`config.mk`:
```
export PLATFORM = sky130hd
export DESIGN_NAME = amm_ram
export DESIGN_NICKNAME = d
export VERILOG_FILES = /design/src/amm_ram.sv
export SDC_FILE = /design/constraint.sdc
export NUM_CORES = 1
export LEC_CHECK = 0
export BUFFER_PORTS_ARGS = -buffer_cell sky130_fd_sc_hd__clkbuf_2
export CAP_MARGIN = 20
export CORE_MARGIN = 2
export CORE_UTILIZATION = 32
export DETAILED_ROUTE_END_ITERATION = 12
export PLACE_DENSITY_LB_ADDON = 0.05
export SLEW_MARGIN = 5
export SYNTH_ARGS = -nofsm -noshare
export SYNTH_HDL_FRONTEND = slang
export SYNTH_SLANG_ARGS = --single-unit
```
`constraint.sdc`:
```
create_clock -name clk -period 1.8 [get_ports clk]
set_input_delay 0.18 -clock clk [delete_from_list [all_inputs] [get_ports clk]]
set_output_delay 0.18 -clock clk [all_outputs]
set_load 0.05 [all_outputs]
```
`src/amm_ram.sv`:
```
`default_nettype none
module amm_ram #(
	parameter int WIDTH = 8,
	parameter int DEPTH = 16
) (
	input  wire logic                     clk,
	input  wire logic                     we,
	input  wire logic [$clog2(DEPTH)-1:0] waddr,
	input  wire logic [WIDTH-1:0]         wdata,
	input  wire logic [$clog2(DEPTH)-1:0] raddr,
	output logic      [WIDTH-1:0]         rdata
);

	logic [WIDTH-1:0] mem [DEPTH];

	always_ff @(posedge clk) begin
		if (we) begin
			mem[waddr] <= wdata;
		end
		rdata <= mem[raddr];
	end

endmodule
`default_nettype wire

```
==> summary.md <==
| Metric | Value |
|---|---|
| Filler-free cell count of the finished design | `511` |
| Mapped Cells | `229` |
| Number of synthesized register bits | `136` |
| Top-area cell type share of the netlist area | `74.7%` |
| # clock sinks | `136` |
| Drt total wl | `11.2 mm` |
| I/O Buffers | `25` |
| Met3 wire length | `504 um` |
| Die X | `131 um` |
| Synthesized Nets | `247` |
| CP Capture Type | `flop` |
| Ports | `26` |
| Routed met2 length | `5.44 mm` |
| Share of layout cells above drive strength 1 | `30.5%` |
| Hold Fails Final Rpt | `0` |
| Worst-margin pin slew | `0.871 ns` |
| Yosys cell types | `19` |
| Final setup vio count | `0` |
| DIE HEIGHT | `131 um` |
| Root Buffer | `clkbuf_16` |
| Deepest clock path buffer count | `2` |
| Crit path DAT | `1.72 ns` |
| Iter 0 DRT Violations | `184` |
| Critical path buffer and inverter count | `0` |
| Fillers | `1437` |
| Status | `complete, no violations` |
| Power per cell area | `1190 nW/um^2` |
| Post-synth EDFFs | `128` |
| Comb power frac | `5.4%` |
| Crit path max-delay family | `multiplexers` |
| Cts repair resizes | `0` |
| Vias in the first global route | `2519` |
| Synth top cells by count | `edfxtp_1, mux4_2, a22oi_1` |
| Slew Limit Fails | `0` |
| Worst path slowest cell | `mux4_1` |
| CTS clock-pin slew for the worst setup and hold paths | `0.06 ns` |
| Unrepaired setup endpoints after global routing | `no` |
| Leading area contributor after synthesis | `edfxtp_1` |
| Clock skew | `0.00639 ns` |
| Worst EP required | `2.09 ns` |
| Most instantiated library cell after synthesis | `edfxtp_1` |
| Top layer in use | `met4` |
| Drt pass-1 iters | `4` |
| Largest stage delay on the critical path | `0.51 ns` |
| Async set-reset flop share out of synthesis | `0%` |
| Slew HR | `41.8%` |
| Critical path fanouts, max | `1` |
| Sum Neg Setup Slack | `0 ns` |
| Critical Path End | `rdata[1]` |
| HP Class | `primary input to flop` |
| Upper clock frequency limit | `699 MHz` |
| # placed instances | `480` |
| Top post-synthesis cells by area | `edfxtp_1, mux4_2, mux4_1, dfxtp_1, a22oi_1` |
| CTS tree | `yes` |
| RR Startpoint | `mem[1][1]` |
| Setup slack, reg-to-reg | `0.37 ns` |
| Switching fraction of total power | `19.8%` |
| Top FF cell, synth | `edfxtp_1` |
| Period utilization | `79.4%` |
| FF-to-FF path depth | `3` |
| Initial Util | `32.5%` |
| Critical Path Stages | `3` |
| Detail Placement HPWL | `7.01 mm` |
| Max IR drop VDD | `713 uV` |
| Max Cap Violations | `0` |
| Crit path launch | `mem[1][1]` |
| M1 wire length | `5.08 mm` |
| Post-Place Cell Area | `5630 um^2` |
| R2R Path End | `rdata[1]` |
| CTS buffer count | `17` |
| P_int | `0.00596 W` |
| Largest net degree at the start of global routing | `33` |
| Remaining DRCs | `0` |
| Routed vias | `2393` |
| Worst skew pair latency | `0.41 ns` |
| Leakage power | `2.11 nW` |
| Core box area | `15800 um^2` |
| Total congestion overflow | `0` |
| CP cell instances | `mux4_1, a22oi_1, nand2_1` |
| Post-CTS setup buffer count | `0` |
| Mapped Area | `5150 um^2` |
| Nets | `301` |
| Die area | `17100 um^2` |
| Post-route design area | `6220 um^2` |
| CP Launch Type | `flop` |
| Minimum clock period after layout | `1.43 ns` |
| ANT nets after route | `0` |
| NetSw | `0.00147 W` |
| Row cnt | `46` |
| Syn avg cell area | `22.5 um^2` |
| # diodes | `0` |
| Via-per-instance ratio | `4.68` |
| Antenna violations before repair | `0` |
| Final core occ | `39.3%` |
| Clock share of power | `46.5%` |
| CTS H-tree depth | `4` |
| Sequential share of the synthesized area | `77.8%` |
| Warnings, synthesis | `0` |
| First-pass GRT wire length | `16.9 mm` |
| Layout area overhead | `20.9%` |
| Seq pwr share | `48.0%` |
| Wire per inst | `21.9 um` |
| Hold_buf cts | `0` |
| CP Class | `flop to flop` |
| Final Wtd Congestion | `0.709` |
| Gr usage total | `14.8%` |
[cell usage in the layout, fill, tap and decap left out]
master and instances:
a22oi_1 16, nand2b_1 2, buf_4 18, nor3_1 4, dfxtp_1 8, clkbuf_1 1, mux4_2 18, mux4_1 14
clkinv_2 5, and2_1 1, clkinv_1 4, and2b_1 1, clkbuf_2 25, nor2_1 13, edfxtp_1 128, bufinv_16 4
nor2b_1 1, nand3_1 1, nand3b_1 2, nand2_1 9, clkbuf_16 17, or3b_2 1, buf_12 2
[layer usage]
metal / vias to the layer above / global-route usage, %
li1: 1080 / -
met1: 1246 / 19.4
met2: 51 / 23.4
met3: 16 / 4.32
met4: 0 / 5.63
met5: - / 0
[logic make-up after synthesis]
logic type	share of synthesized area, %
flip-flops	77.8
buffers and inverters	1.68
multiplexers	15.0
AO/OA/AOI/OAI	2.33
AND/OR/NAND/NOR	3.18
[power by group through the flow]
stage          combinational, W  sequential, W  clock [W]
6_report               0.000404        0.00356    0.00346
5_1_grt                0.000444        0.00357    0.00368
4_1_cts                0.000420        0.00356    0.00355
3_5_place_dp           0.000420        0.00363          0
3_3_place_gp           0.000419        0.00363          0
2_1_floorplan          0.000180        0.00370          0
[worst min path at each step]
| stage | startpoint | slack (ns) | depth (start not counted) | end |
|---|---|---|---|---|
| after floorplan | wdata[0] | 0.28 | 0 | mem[0][0] |
| after global placement | wdata[7] | 0.63 | 1 | mem[1][7] |
| after detailed placement | wdata[7] | 0.63 | 1 | mem[1][7] |
| after CTS | wdata[4] | 0.19 | 1 | mem[4][4] |
| after global routing | wdata[0] | 0.22 | 1 | mem[5][0] |
| final | wdata[4] | 0.19 | 1 | mem[4][4] |
[state kept, by name, indices dropped and copies added (netlist names)]
signal / count
rdata: 8
mem: 128
[cell type report]
type | count | area, um^2 | area share, %
Clock buffer | 18 | 429 | 6.90
Timing Repair Buffer | 45 | 300 | 4.83
Sequential cell | 136 | 4000 | 64.4
Clock inverter | 13 | 160 | 2.57
Multi-Input combinational cell | 83 | 1060 | 17.0
Tap cell | 216 | 270 | 4.34
[per-stage QoR]
| stage | total power (W) | worst slack, ns | hold slack (ns) |
|---|---|---|---|
| detailed placement | 0.00405 | 0.0413 | 0.631 |
| CTS | 0.00753 | 0.305 | 0.195 |
| floorplan | 0.00388 | 0.127 | 0.279 |
| global placement | 0.00405 | 0.0449 | 0.628 |
| finish | 0.00743 | 0.370 | 0.193 |
| global route | 0.00769 | 0.300 | 0.225 |
(Power assumes the default switching activity.)
