## src/amm_pkg.sv

```systemverilog
`default_nettype none
package amm_pkg;

	localparam int MAX_INPUTS     = 16;
	localparam int MAX_OUTPUTS    = 16;
	localparam int SAMPLE_WIDTH   = 24;
	localparam int GAIN_FRAC_BITS = 14;
	localparam int GAIN_BITS      = 18;
	localparam int ACC_BITS       = 46;

	localparam int IN_IDX_W   = 4;
	localparam int OUT_IDX_W  = 4;
	localparam int CMD_W      = 2;
	localparam int PORTS_W    = 5;
	localparam int CNT_W      = $clog2(MAX_OUTPUTS + 1);
	localparam int GAIN_DEPTH = MAX_INPUTS * MAX_OUTPUTS;
	localparam int GAIN_AW    = $clog2(GAIN_DEPTH);
	localparam int OUT_AW     = $clog2(MAX_OUTPUTS);
	localparam int IN_AW      = $clog2(MAX_INPUTS);
	localparam int PROD_W     = SAMPLE_WIDTH + GAIN_BITS;
	localparam int SHIFT_W    = ACC_BITS - GAIN_FRAC_BITS;

	localparam logic [PORTS_W-1:0] PORTS_RESET = PORTS_W'(MAX_OUTPUTS);

	typedef enum logic [CMD_W-1:0] {
		CMD_SET_GAIN = 2'd0,
		CMD_SAMPLE   = 2'd1,
		CMD_CLEAR    = 2'd2,
		CMD_NONE     = 2'd3
	} cmd_t;

	typedef enum logic [2:0] {
		ST_IDLE,
		ST_MAC,
		ST_DRAIN1,
		ST_DRAIN2,
		ST_EMIT_RD,
		ST_EMIT_WR
	} state_t;

	typedef struct packed {
		logic                 load;
		logic [OUT_IDX_W-1:0] channel;
		logic                 last;
		logic                 active;
	} out_ctl_t;

endpackage
`default_nettype wire

```

## src/amm_out_if.sv

```systemverilog
`default_nettype none
interface amm_out_if;
	import amm_pkg::*;

	logic                           valid;
	logic                           ready;
	logic [OUT_IDX_W-1:0]           out_channel;
	logic signed [SAMPLE_WIDTH-1:0] out_sample;
	logic                           saturated;
	logic                           last_of_frame;

	modport source (
		output valid, out_channel, out_sample, saturated, last_of_frame,
		input  ready
	);

	modport sink (
		input  valid, out_channel, out_sample, saturated, last_of_frame,
		output ready
	);

endinterface
`default_nettype wire

```

## src/amm_out_stage.sv

```systemverilog
`default_nettype none
module amm_out_stage (
	input  wire logic                            clk,
	input  wire logic                            arst_n,
	input  wire amm_pkg::out_ctl_t               ctl,
	input  wire logic signed [amm_pkg::ACC_BITS-1:0] acc,
	output logic                                 out_free,
	amm_out_if.source                            results
);
	import amm_pkg::*;

	logic                           out_v_q;
	logic [OUT_IDX_W-1:0]           channel_q;
	logic signed [SAMPLE_WIDTH-1:0] sample_q;
	logic                           sat_q;
	logic                           last_q;

	logic signed [ACC_BITS-1:0]     shifted;
	logic [SHIFT_W-SAMPLE_WIDTH:0]  top_bits;
	logic                           fits;
	logic signed [SAMPLE_WIDTH-1:0] clipped;
	logic                           clip;

	// An arithmetic shift floors toward minus infinity.
	assign shifted  = acc >>> GAIN_FRAC_BITS;
	assign top_bits = shifted[SHIFT_W-1:SAMPLE_WIDTH-1];
	assign fits     = (&top_bits) | (~|top_bits);

	always_comb begin
		clipped = '0;
		clip    = 1'b0;
		if (ctl.active) begin
			if (fits) begin
				clipped = shifted[SAMPLE_WIDTH-1:0];
			end else begin
				clip    = 1'b1;
				clipped = shifted[SHIFT_W-1] ? {1'b1, {(SAMPLE_WIDTH-1){1'b0}}}
				                             : {1'b0, {(SAMPLE_WIDTH-1){1'b1}}};
			end
		end
	end

	assign out_free = !out_v_q || results.ready;

	always_ff @(posedge clk or negedge arst_n) begin
		if (!arst_n) begin
			out_v_q <= 1'b0;
		end else if (ctl.load) begin
			out_v_q <= 1'b1;
		end else if (results.ready) begin
			out_v_q <= 1'b0;
		end
	end

	always_ff @(posedge clk) begin
		if (ctl.load) begin
			channel_q <= ctl.channel;
			sample_q  <= clipped;
			sat_q     <= clip;
			last_q    <= ctl.last;
		end
	end

	assign results.valid         = out_v_q;
	assign results.out_channel   = channel_q;
	assign results.out_sample    = sample_q;
	assign results.saturated     = sat_q;
	assign results.last_of_frame = last_q;

endmodule
`default_nettype wire

```

## src/flat_wrapper.sv

```systemverilog
// flat-port wrapper written by rule: the top's interface ports become plain ports
module amm_out_stage_flat import amm_pkg::*;
  (clk, arst_n, ctl, acc, out_free, results_valid, results_out_channel, results_out_sample, results_saturated, results_last_of_frame, results_ready);
  amm_out_if results_i ();
  input  wire logic clk;
  input  wire logic arst_n;
  input  wire amm_pkg::out_ctl_t ctl;
  input  wire logic signed [amm_pkg::ACC_BITS-1:0] acc;
  output logic out_free;
  output wire logic [$bits(results_i.valid)-1:0] results_valid;
  output wire logic [$bits(results_i.out_channel)-1:0] results_out_channel;
  output wire logic [$bits(results_i.out_sample)-1:0] results_out_sample;
  output wire logic [$bits(results_i.saturated)-1:0] results_saturated;
  output wire logic [$bits(results_i.last_of_frame)-1:0] results_last_of_frame;
  input wire logic [$bits(results_i.ready)-1:0] results_ready;
  assign results_valid = results_i.valid;
  assign results_out_channel = results_i.out_channel;
  assign results_out_sample = results_i.out_sample;
  assign results_saturated = results_i.saturated;
  assign results_last_of_frame = results_i.last_of_frame;
  assign results_i.ready = results_ready;
  amm_out_stage u_core (.clk(clk), .arst_n(arst_n), .ctl(ctl), .acc(acc), .out_free(out_free), .results(results_i));
endmodule
```

## config.mk

```make
export PLATFORM = sky130hd
export DESIGN_NAME = amm_out_stage_flat
export DESIGN_NICKNAME = d
export VERILOG_FILES = /design/src/amm_pkg.sv /design/src/amm_out_if.sv /design/src/amm_out_stage.sv /design/src/flat_wrapper.sv
export SDC_FILE = /design/constraint.sdc
export NUM_CORES = 1
export LEC_CHECK = 0
export ABC_CLOCK_PERIOD_IN_PS = 800
export BUFFER_PORTS_ARGS = -buffer_cell sky130_fd_sc_hd__buf_4
export CAP_MARGIN = 30
export CORE_ASPECT_RATIO = 1.1
export CORE_MARGIN = 8
export CORE_UTILIZATION = 38
export DETAILED_ROUTE_END_ITERATION = 8
export PLACE_DENSITY = 0.75
export SYNTH_ARGS = -nofsm -noshare
export SYNTH_HDL_FRONTEND = slang
export SYNTH_SLANG_ARGS = --single-unit
```

## constraint.sdc

```tcl
create_clock -name clk -period 0.8 [get_ports clk]
set_input_delay 0.12 -clock clk [delete_from_list [all_inputs] [get_ports clk]]
set_output_delay 0.12 -clock clk [all_outputs]
set_load 0.01 [all_outputs]
```

==> results of run 1 <==
## state kept, by name, summed over array words and instances (netlist names)
name                          cells
u_core.results.out_channel        4
u_core.results.valid              1
u_core.results.last_of_frame      1
u_core.results.saturated          1
u_core.results.out_sample        24
## metrics by stage
stage               hold WS [ns]   util
floorplan                 -0.176      -
global placement          -0.105  0.594
detailed placement        -0.103  0.594
CTS                      0.00453  0.667
global route             0.00837  0.697
finish                    0.0177  0.697
## synth_stat cells
| cell | number | area share |
|---|---|---|
| o21a_2 | 1 | 0.0061 |
| a21o_2 | 1 | 0.0061 |
| a21oi_2 | 1 | 0.0061 |
| buf_6 | 2 | 0.016 |
| and2_1 | 1 | 0.0044 |
| inv_1 | 24 | 0.063 |
| o21ai_0 | 1 | 0.0035 |
| a211oi_1 | 3 | 0.016 |
| nand2b_1 | 2 | 0.0087 |
| clkbuf_1 | 2 | 0.0052 |
| nand4_1 | 2 | 0.0087 |
| dfrtp_1 | 1 | 0.017 |
| edfxtp_1 | 30 | 0.63 |
| nor4_1 | 2 | 0.0087 |
| a211oi_2 | 20 | 0.17 |
| buf_12 | 2 | 0.028 |
## layout make-up
type	count	area, um^2
Sequential cell	31	926
Timing Repair Buffer	93	966
Inverter	24	90.1
Multi-Input combinational cell	34	399
Clock inverter	3	15.0
Fill cell	261	1100
Clock buffer	5	68.8
Tap cell	50	62.6
## worst max-delay path, stage by stage, from the launching register on
cell	delay, ns
dfrtp_1	0.38
nand2b_1	0.09
buf_4	0.13
## timing repair
action,4_1_cts,5_1_grt
setup buffers,4,5
pin swaps,5,12
endpoints found under the setup margin,56,56
cloned,1,2
hold buffers,1,2
endpoints found under the hold margin,1,2
resized for setup,30,16
## power by group through the flow
stage / Combinational (mW) / Clock [mW] / Sequential, mW
after detailed placement: 0.767 / 0 / 2.00
after CTS: 0.872 / 1.19 / 1.98
after global routing: 0.977 / 1.23 / 2.00
after global placement: 0.743 / 0 / 1.99
after floorplan: 0.209 / 0 / 2.06
final: 0.923 / 1.15 / 1.99
## cell families after synthesis
kind of cell | count (synthesis) | share of synthesized area
flip-flops | 31 | 0.646
AO/OA/AOI/OAI | 27 | 0.212
buffers and inverters | 30 | 0.112
AND/OR/NAND/NOR | 7 | 0.0305
## cell usage in the layout, fill, tap and decap left out, types with 2 or more instances in the layout
| master | n |
|---|---|
| buf_4 | 44 |
| buf_6 | 36 |
| edfxtp_1 | 30 |
| inv_1 | 24 |
| a211oi_2 | 23 |
| buf_12 | 6 |
| clkbuf_8 | 5 |
| clkinv_2 | 3 |
| dlygate4sd3_1 | 3 |
| nand2b_1 | 2 |
| nor4_4 | 2 |
| nand4_1 | 2 |
| clkbuf_16 | 2 |
| buf_8 | 2 |
## worst min-delay path by stage
stage	endpoint	cells past startpoint	slack, ns	startpoint
after floorplan	u_core.results.valid	0	-0.18	arst_n
after global placement	u_core.results.valid	1	-0.11	arst_n
after detailed placement	u_core.results.valid	1	-0.10	arst_n
after CTS	u_core.results.out_channel[1]	1	0.005	ctl[3]
after global routing	u_core.results.last_of_frame	1	0.008	ctl[1]
final	u_core.results.last_of_frame	1	0.02	ctl[1]
## metal layers
layer | GRT usage | vias to the layer above
met2 | 0.256 | 49
li1 | - | 533
met5 | 0 | -
met3 | 0.0523 | 6
met1 | 0.115 | 535
met4 | 0.0529 | 0
==> results.toml, run 1 <==
[outcome]
run_status = "finished with violations"
violations = "negative setup slack"

[worst_setup_path]
worst_setup_path_start_kind = "register"
endpoint_kind = "primary output"
crit_start = "u_core.results.valid"
reg2reg_to = "u_core.results.valid"
crit_path_end = "out_free"
cp_max_fo = 2
reg2reg_slack_ns = 0.07
path_class = "reg2out"
cp_data_required_time_ns = 0.68
rr_worst_depth = 3
rr_startpoint = "u_core.results.valid"
arrival_ns = 0.87

[clock_network]
insertion_delay_ns = 0.28
clkTransAtPathRegs_ns = 0.06
clock-root-buffer = "clkbuf_8"
cts_num_sinks = 31
cts_inserted_buffers = 5
cts-htree-levels = 2
clockBufferDepth = 2
cts_tree = "yes"

[synth]
synthCells = 95
synth_warnings = 0
syn-num-nets = 151
synthDistinctLibCells = 16
synth_seq_area_share = 0.646
synth-seq-cells = 31
synth_area_mm2 = 0.00143
avgSynthCellArea_um2 = 15.1

[die]
core_area_mm2 = 0.00363
dieArea_mm2 = 0.00600
row_count = 23
start_util = 0.395
io_pins = 88
die_h_um = 80.4
die_w_um = 74.6

[final_layout]
drive_gt1_frac = 0.663
final_cells = 240
nets = 245
num_antenna_cells = 0
fin_area_mm2 = 0.00253
area_growth_pct = 76.3

[placement]
numPortBuffers = 73
dp.cells = 220
hpwl_um = 2940
place_ws_ns = -0.444
place_area_mm2 = 0.00215
gp_congestion = 0.700

[timing]
period_needed_ns = 0.990
final.period_utilization = 1.24
worst_slew_pin_slew_ns = 0.219
max_freq_mhz = 1010
tns_ns = -7.16
skew_ns = 0
setup_viol = 56
drv_slew = 0
slew_headroom = 0.852
rsz0062_at_grt = "true"
fin_ws_ns = -0.190
hold_viol = 0

[power]
cellLeakagePower_nw = 1.08
ir_worst_vdd_uv = 1060
p_int_mw = 3.07
power_frac_comb = 0.227
power_mw = 4.06
power.density_mw_per_mm2 = 1610
p_clk_frac = 0.283
pwr-share-seq = 0.489
swShare = 0.243
power.switching_mw = 0.987

[route]
drtPass1Iterations = 4
dr_total_vias = 1123
postRouteAntennaNets = 0
wl_met1_um = 1420
top_layer_used = "met4"
viasPerCell = 4.68
wl_per_cell_um = 17.2
wl_met2_um = 2350
drcViolationCount = 0
drtIter0Drc = 94
wl_um = 4140
dr_wl_met3_um = 309

[grt]
grt_pass1_wl_um = 5840
grtUsageTotal = 0.132
antenna_found_initial = 0
grt_pass1_vias = 1224
grt_max_degree = 25
grt-ovfl-total = 0

[hold_path]
hp-class = "in2reg"

[flow_run]
drv_cap = 0
Note: power is estimated with default switching activity, not from simulation.
==> inputs of run 2 (changes only) <==
--- a/config.mk
+++ b/config.mk
@@ -6,7 +6,7 @@
 export NUM_CORES = 1
 export LEC_CHECK = 0
 export ABC_CLOCK_PERIOD_IN_PS = 800
-export BUFFER_PORTS_ARGS = -buffer_cell sky130_fd_sc_hd__buf_4
+export BUFFER_PORTS_ARGS = -buffer_cell sky130_fd_sc_hd__buf_2
 export CAP_MARGIN = 30
 export CORE_ASPECT_RATIO = 1.1
 export CORE_MARGIN = 8
==> run 2 against run 1 <==
The run still ends with negative setup slack left. Final cell count fell by 1.3%. Wire length fell by 11%. Via count is 3.8% lower. Critical path type unchanged.
==> results.toml, run 2 (synthesized netlist as in run 1, its figures left out) <==
[outcome]
run_status = "finished with violations"
violations = "negative setup slack"

[worst_setup_path]
crit_path_max_incr_delay_ns = 0.37
cp_max_fo = 2
cp_data_required_time_ns = 0.68
endpoint_kind = "primary output"
arrival_ns = 0.87
crit_chain = "nand2b_1 -> buf_2"
worst_setup_path_start_kind = "register"
slowest_stage = "dfrtp_1"
path_class = "reg2out"
crit_family = "flip-flops"
cp_num_buf_inv = 1

[die]
core_area_mm2 = 0.00363
io_pins = 88
start_util = 0.395
dieArea_mm2 = 0.00600
die_w_um = 74.6
row_count = 23
die_h_um = 80.4

[timing]
hold_viol = 0
worst_slew_pin_slew_ns = 0.212
max_freq_mhz = 1010
fin_ws_ns = -0.193
setup_viol = 57
worst_hold_slack_ns = 0.00862
period_needed_ns = 0.993
final.period_utilization = 1.24
slew_headroom = 0.857
skew_ns = 0
rsz0062_at_grt = "true"
drv_slew = 0

[final_layout]
final_common_cell = "buf_2"
final_cell_mix = "buf_2 (68), edfxtp_1 (30), inv_1 (24), a211oi_2 (21)"
nets = 242
drive_gt1_frac = 0.663
largest_reg_flops = 24
num_antenna_cells = 0
finish.utilization = 0.614
area_growth_pct = 55.2
fillerInstances = 297

[route]
postRouteAntennaNets = 0
drtIter0Drc = 87
viasPerCell = 4.56
drcViolationCount = 0
wl_per_cell_um = 15.5
dr_total_vias = 1080
wl_um = 3680
drtPass1Iterations = 4

[grt]
antenna_found_initial = 0
grt-ovfl-total = 0
grt_pass1_wl_um = 5490
grtUsageTotal = 0.124
grt_pass1_vias = 1153
grt_max_degree = 25

[power]
cellLeakagePower_nw = 0.966
power.density_mw_per_mm2 = 1760
ir_worst_vdd_uv = 673

[clock_network]
clkTransAtPathRegs_ns = 0.07
clock-root-buffer = "clkbuf_8"
cts_inserted_buffers = 5
cts-htree-levels = 2
cts_tree = "yes"
clockBufferDepth = 2
insertion_delay_ns = 0.28
cts_num_sinks = 31

[flow_run]
drv_cap = 0

[hold_path]
hp-class = "in2reg"

[placement]
place_ws_ns = -0.439
hpwl_um = 2740
numPortBuffers = 73
gp_congestion = 0.691
## run 2: cell types whose count changed in the layout (fill, tap and decap cells not counted), sizes merged
cell | before | now
dlygate4sd3 | 3 | 1
clkbuf | 7 | 8
clkinv | 3 | 1
## run 2: worst reg2reg max path, stage by stage, from the launching register on
cell	delay (ns)
dfrtp_1	0.37
nand2b_1	0.09
buf_4	0.11
buf_6	0.08
nand2b_1	0.04
## run 2: metrics by stage
step / TNS (ns) / power [mW] / instances / area, um^2
after floorplan: -6.36 / 2.27 / 95 / 1460
after global placement: -9.10 / 2.59 / 221 / 1950
after detailed placement: -10.05 / 2.61 / 221 / 1950
after CTS: -6.89 / 3.94 / 235 / 2190
after global routing: -7.76 / 4.08 / 237 / 2230
final: -5.79 / 3.92 / 237 / 2230
## run 2: repair_timing
item / in CTS / in global routing
hold buffers: 1 / 0
pin swaps: 5 / 8
gates resized for setup: 14 / 8
endpoints found under the setup margin: 55 / 56
endpoints found under the hold margin: 1 / 0
setup buffers: 4 / 3
cloned: 1 / 1
## run 2: final timing paths
| check | depth (start not counted) | start | slack, ns | endpoint |
|---|---|---|---|---|
| max | 2 | u_core.results.valid | -0.19 | out_free |
| max in group asynchronous | 2 | arst_n | 0.58 | u_core.results.valid |
| min reg2reg | 4 | u_core.results.valid | 0.73 | u_core.results.valid |
| min in group asynchronous | 2 | arst_n | 0.14 | u_core.results.valid |
| min | 1 | ctl[3] | 0.009 | u_core.results.out_channel[1] |
| max reg2reg | 4 | u_core.results.valid | -0.01 | u_core.results.valid |
## run 2: cell type report
class | instances | area [um^2] | area share
well taps | 50 | 62.6 | 0.0281
clock inverters | 1 | 5.00 | 0.00225
flip-flops and latches | 31 | 926 | 0.416
repair buffers | 90 | 642 | 0.288
clock buffers | 7 | 86.3 | 0.0388
inverters | 24 | 90.1 | 0.0405
multi-input cells | 34 | 414 | 0.186
## run 2: where the power goes
part           leakage (nW)  total [mW]  internal (mW)  switching [mW]
Sequential            0.300        1.95           1.92          0.0274
Clock                0.0482        1.25          0.693           0.560
Combinational         0.618       0.723          0.359           0.364
Total                 0.966        3.92           2.97           0.951
## run 2: per-layer routing
| layer | vias up | global-route usage | wire length [um] |
|---|---|---|---|
| li1 | 524 | - | - |
| met1 | 505 | 0.117 | 1280 |
| met2 | 47 | 0.209 | 2000 |
| met3 | 4 | 0.0523 | 335 |
| met4 | 0 | 0.0882 | 60 |
| met5 | - | 0 | 0 |
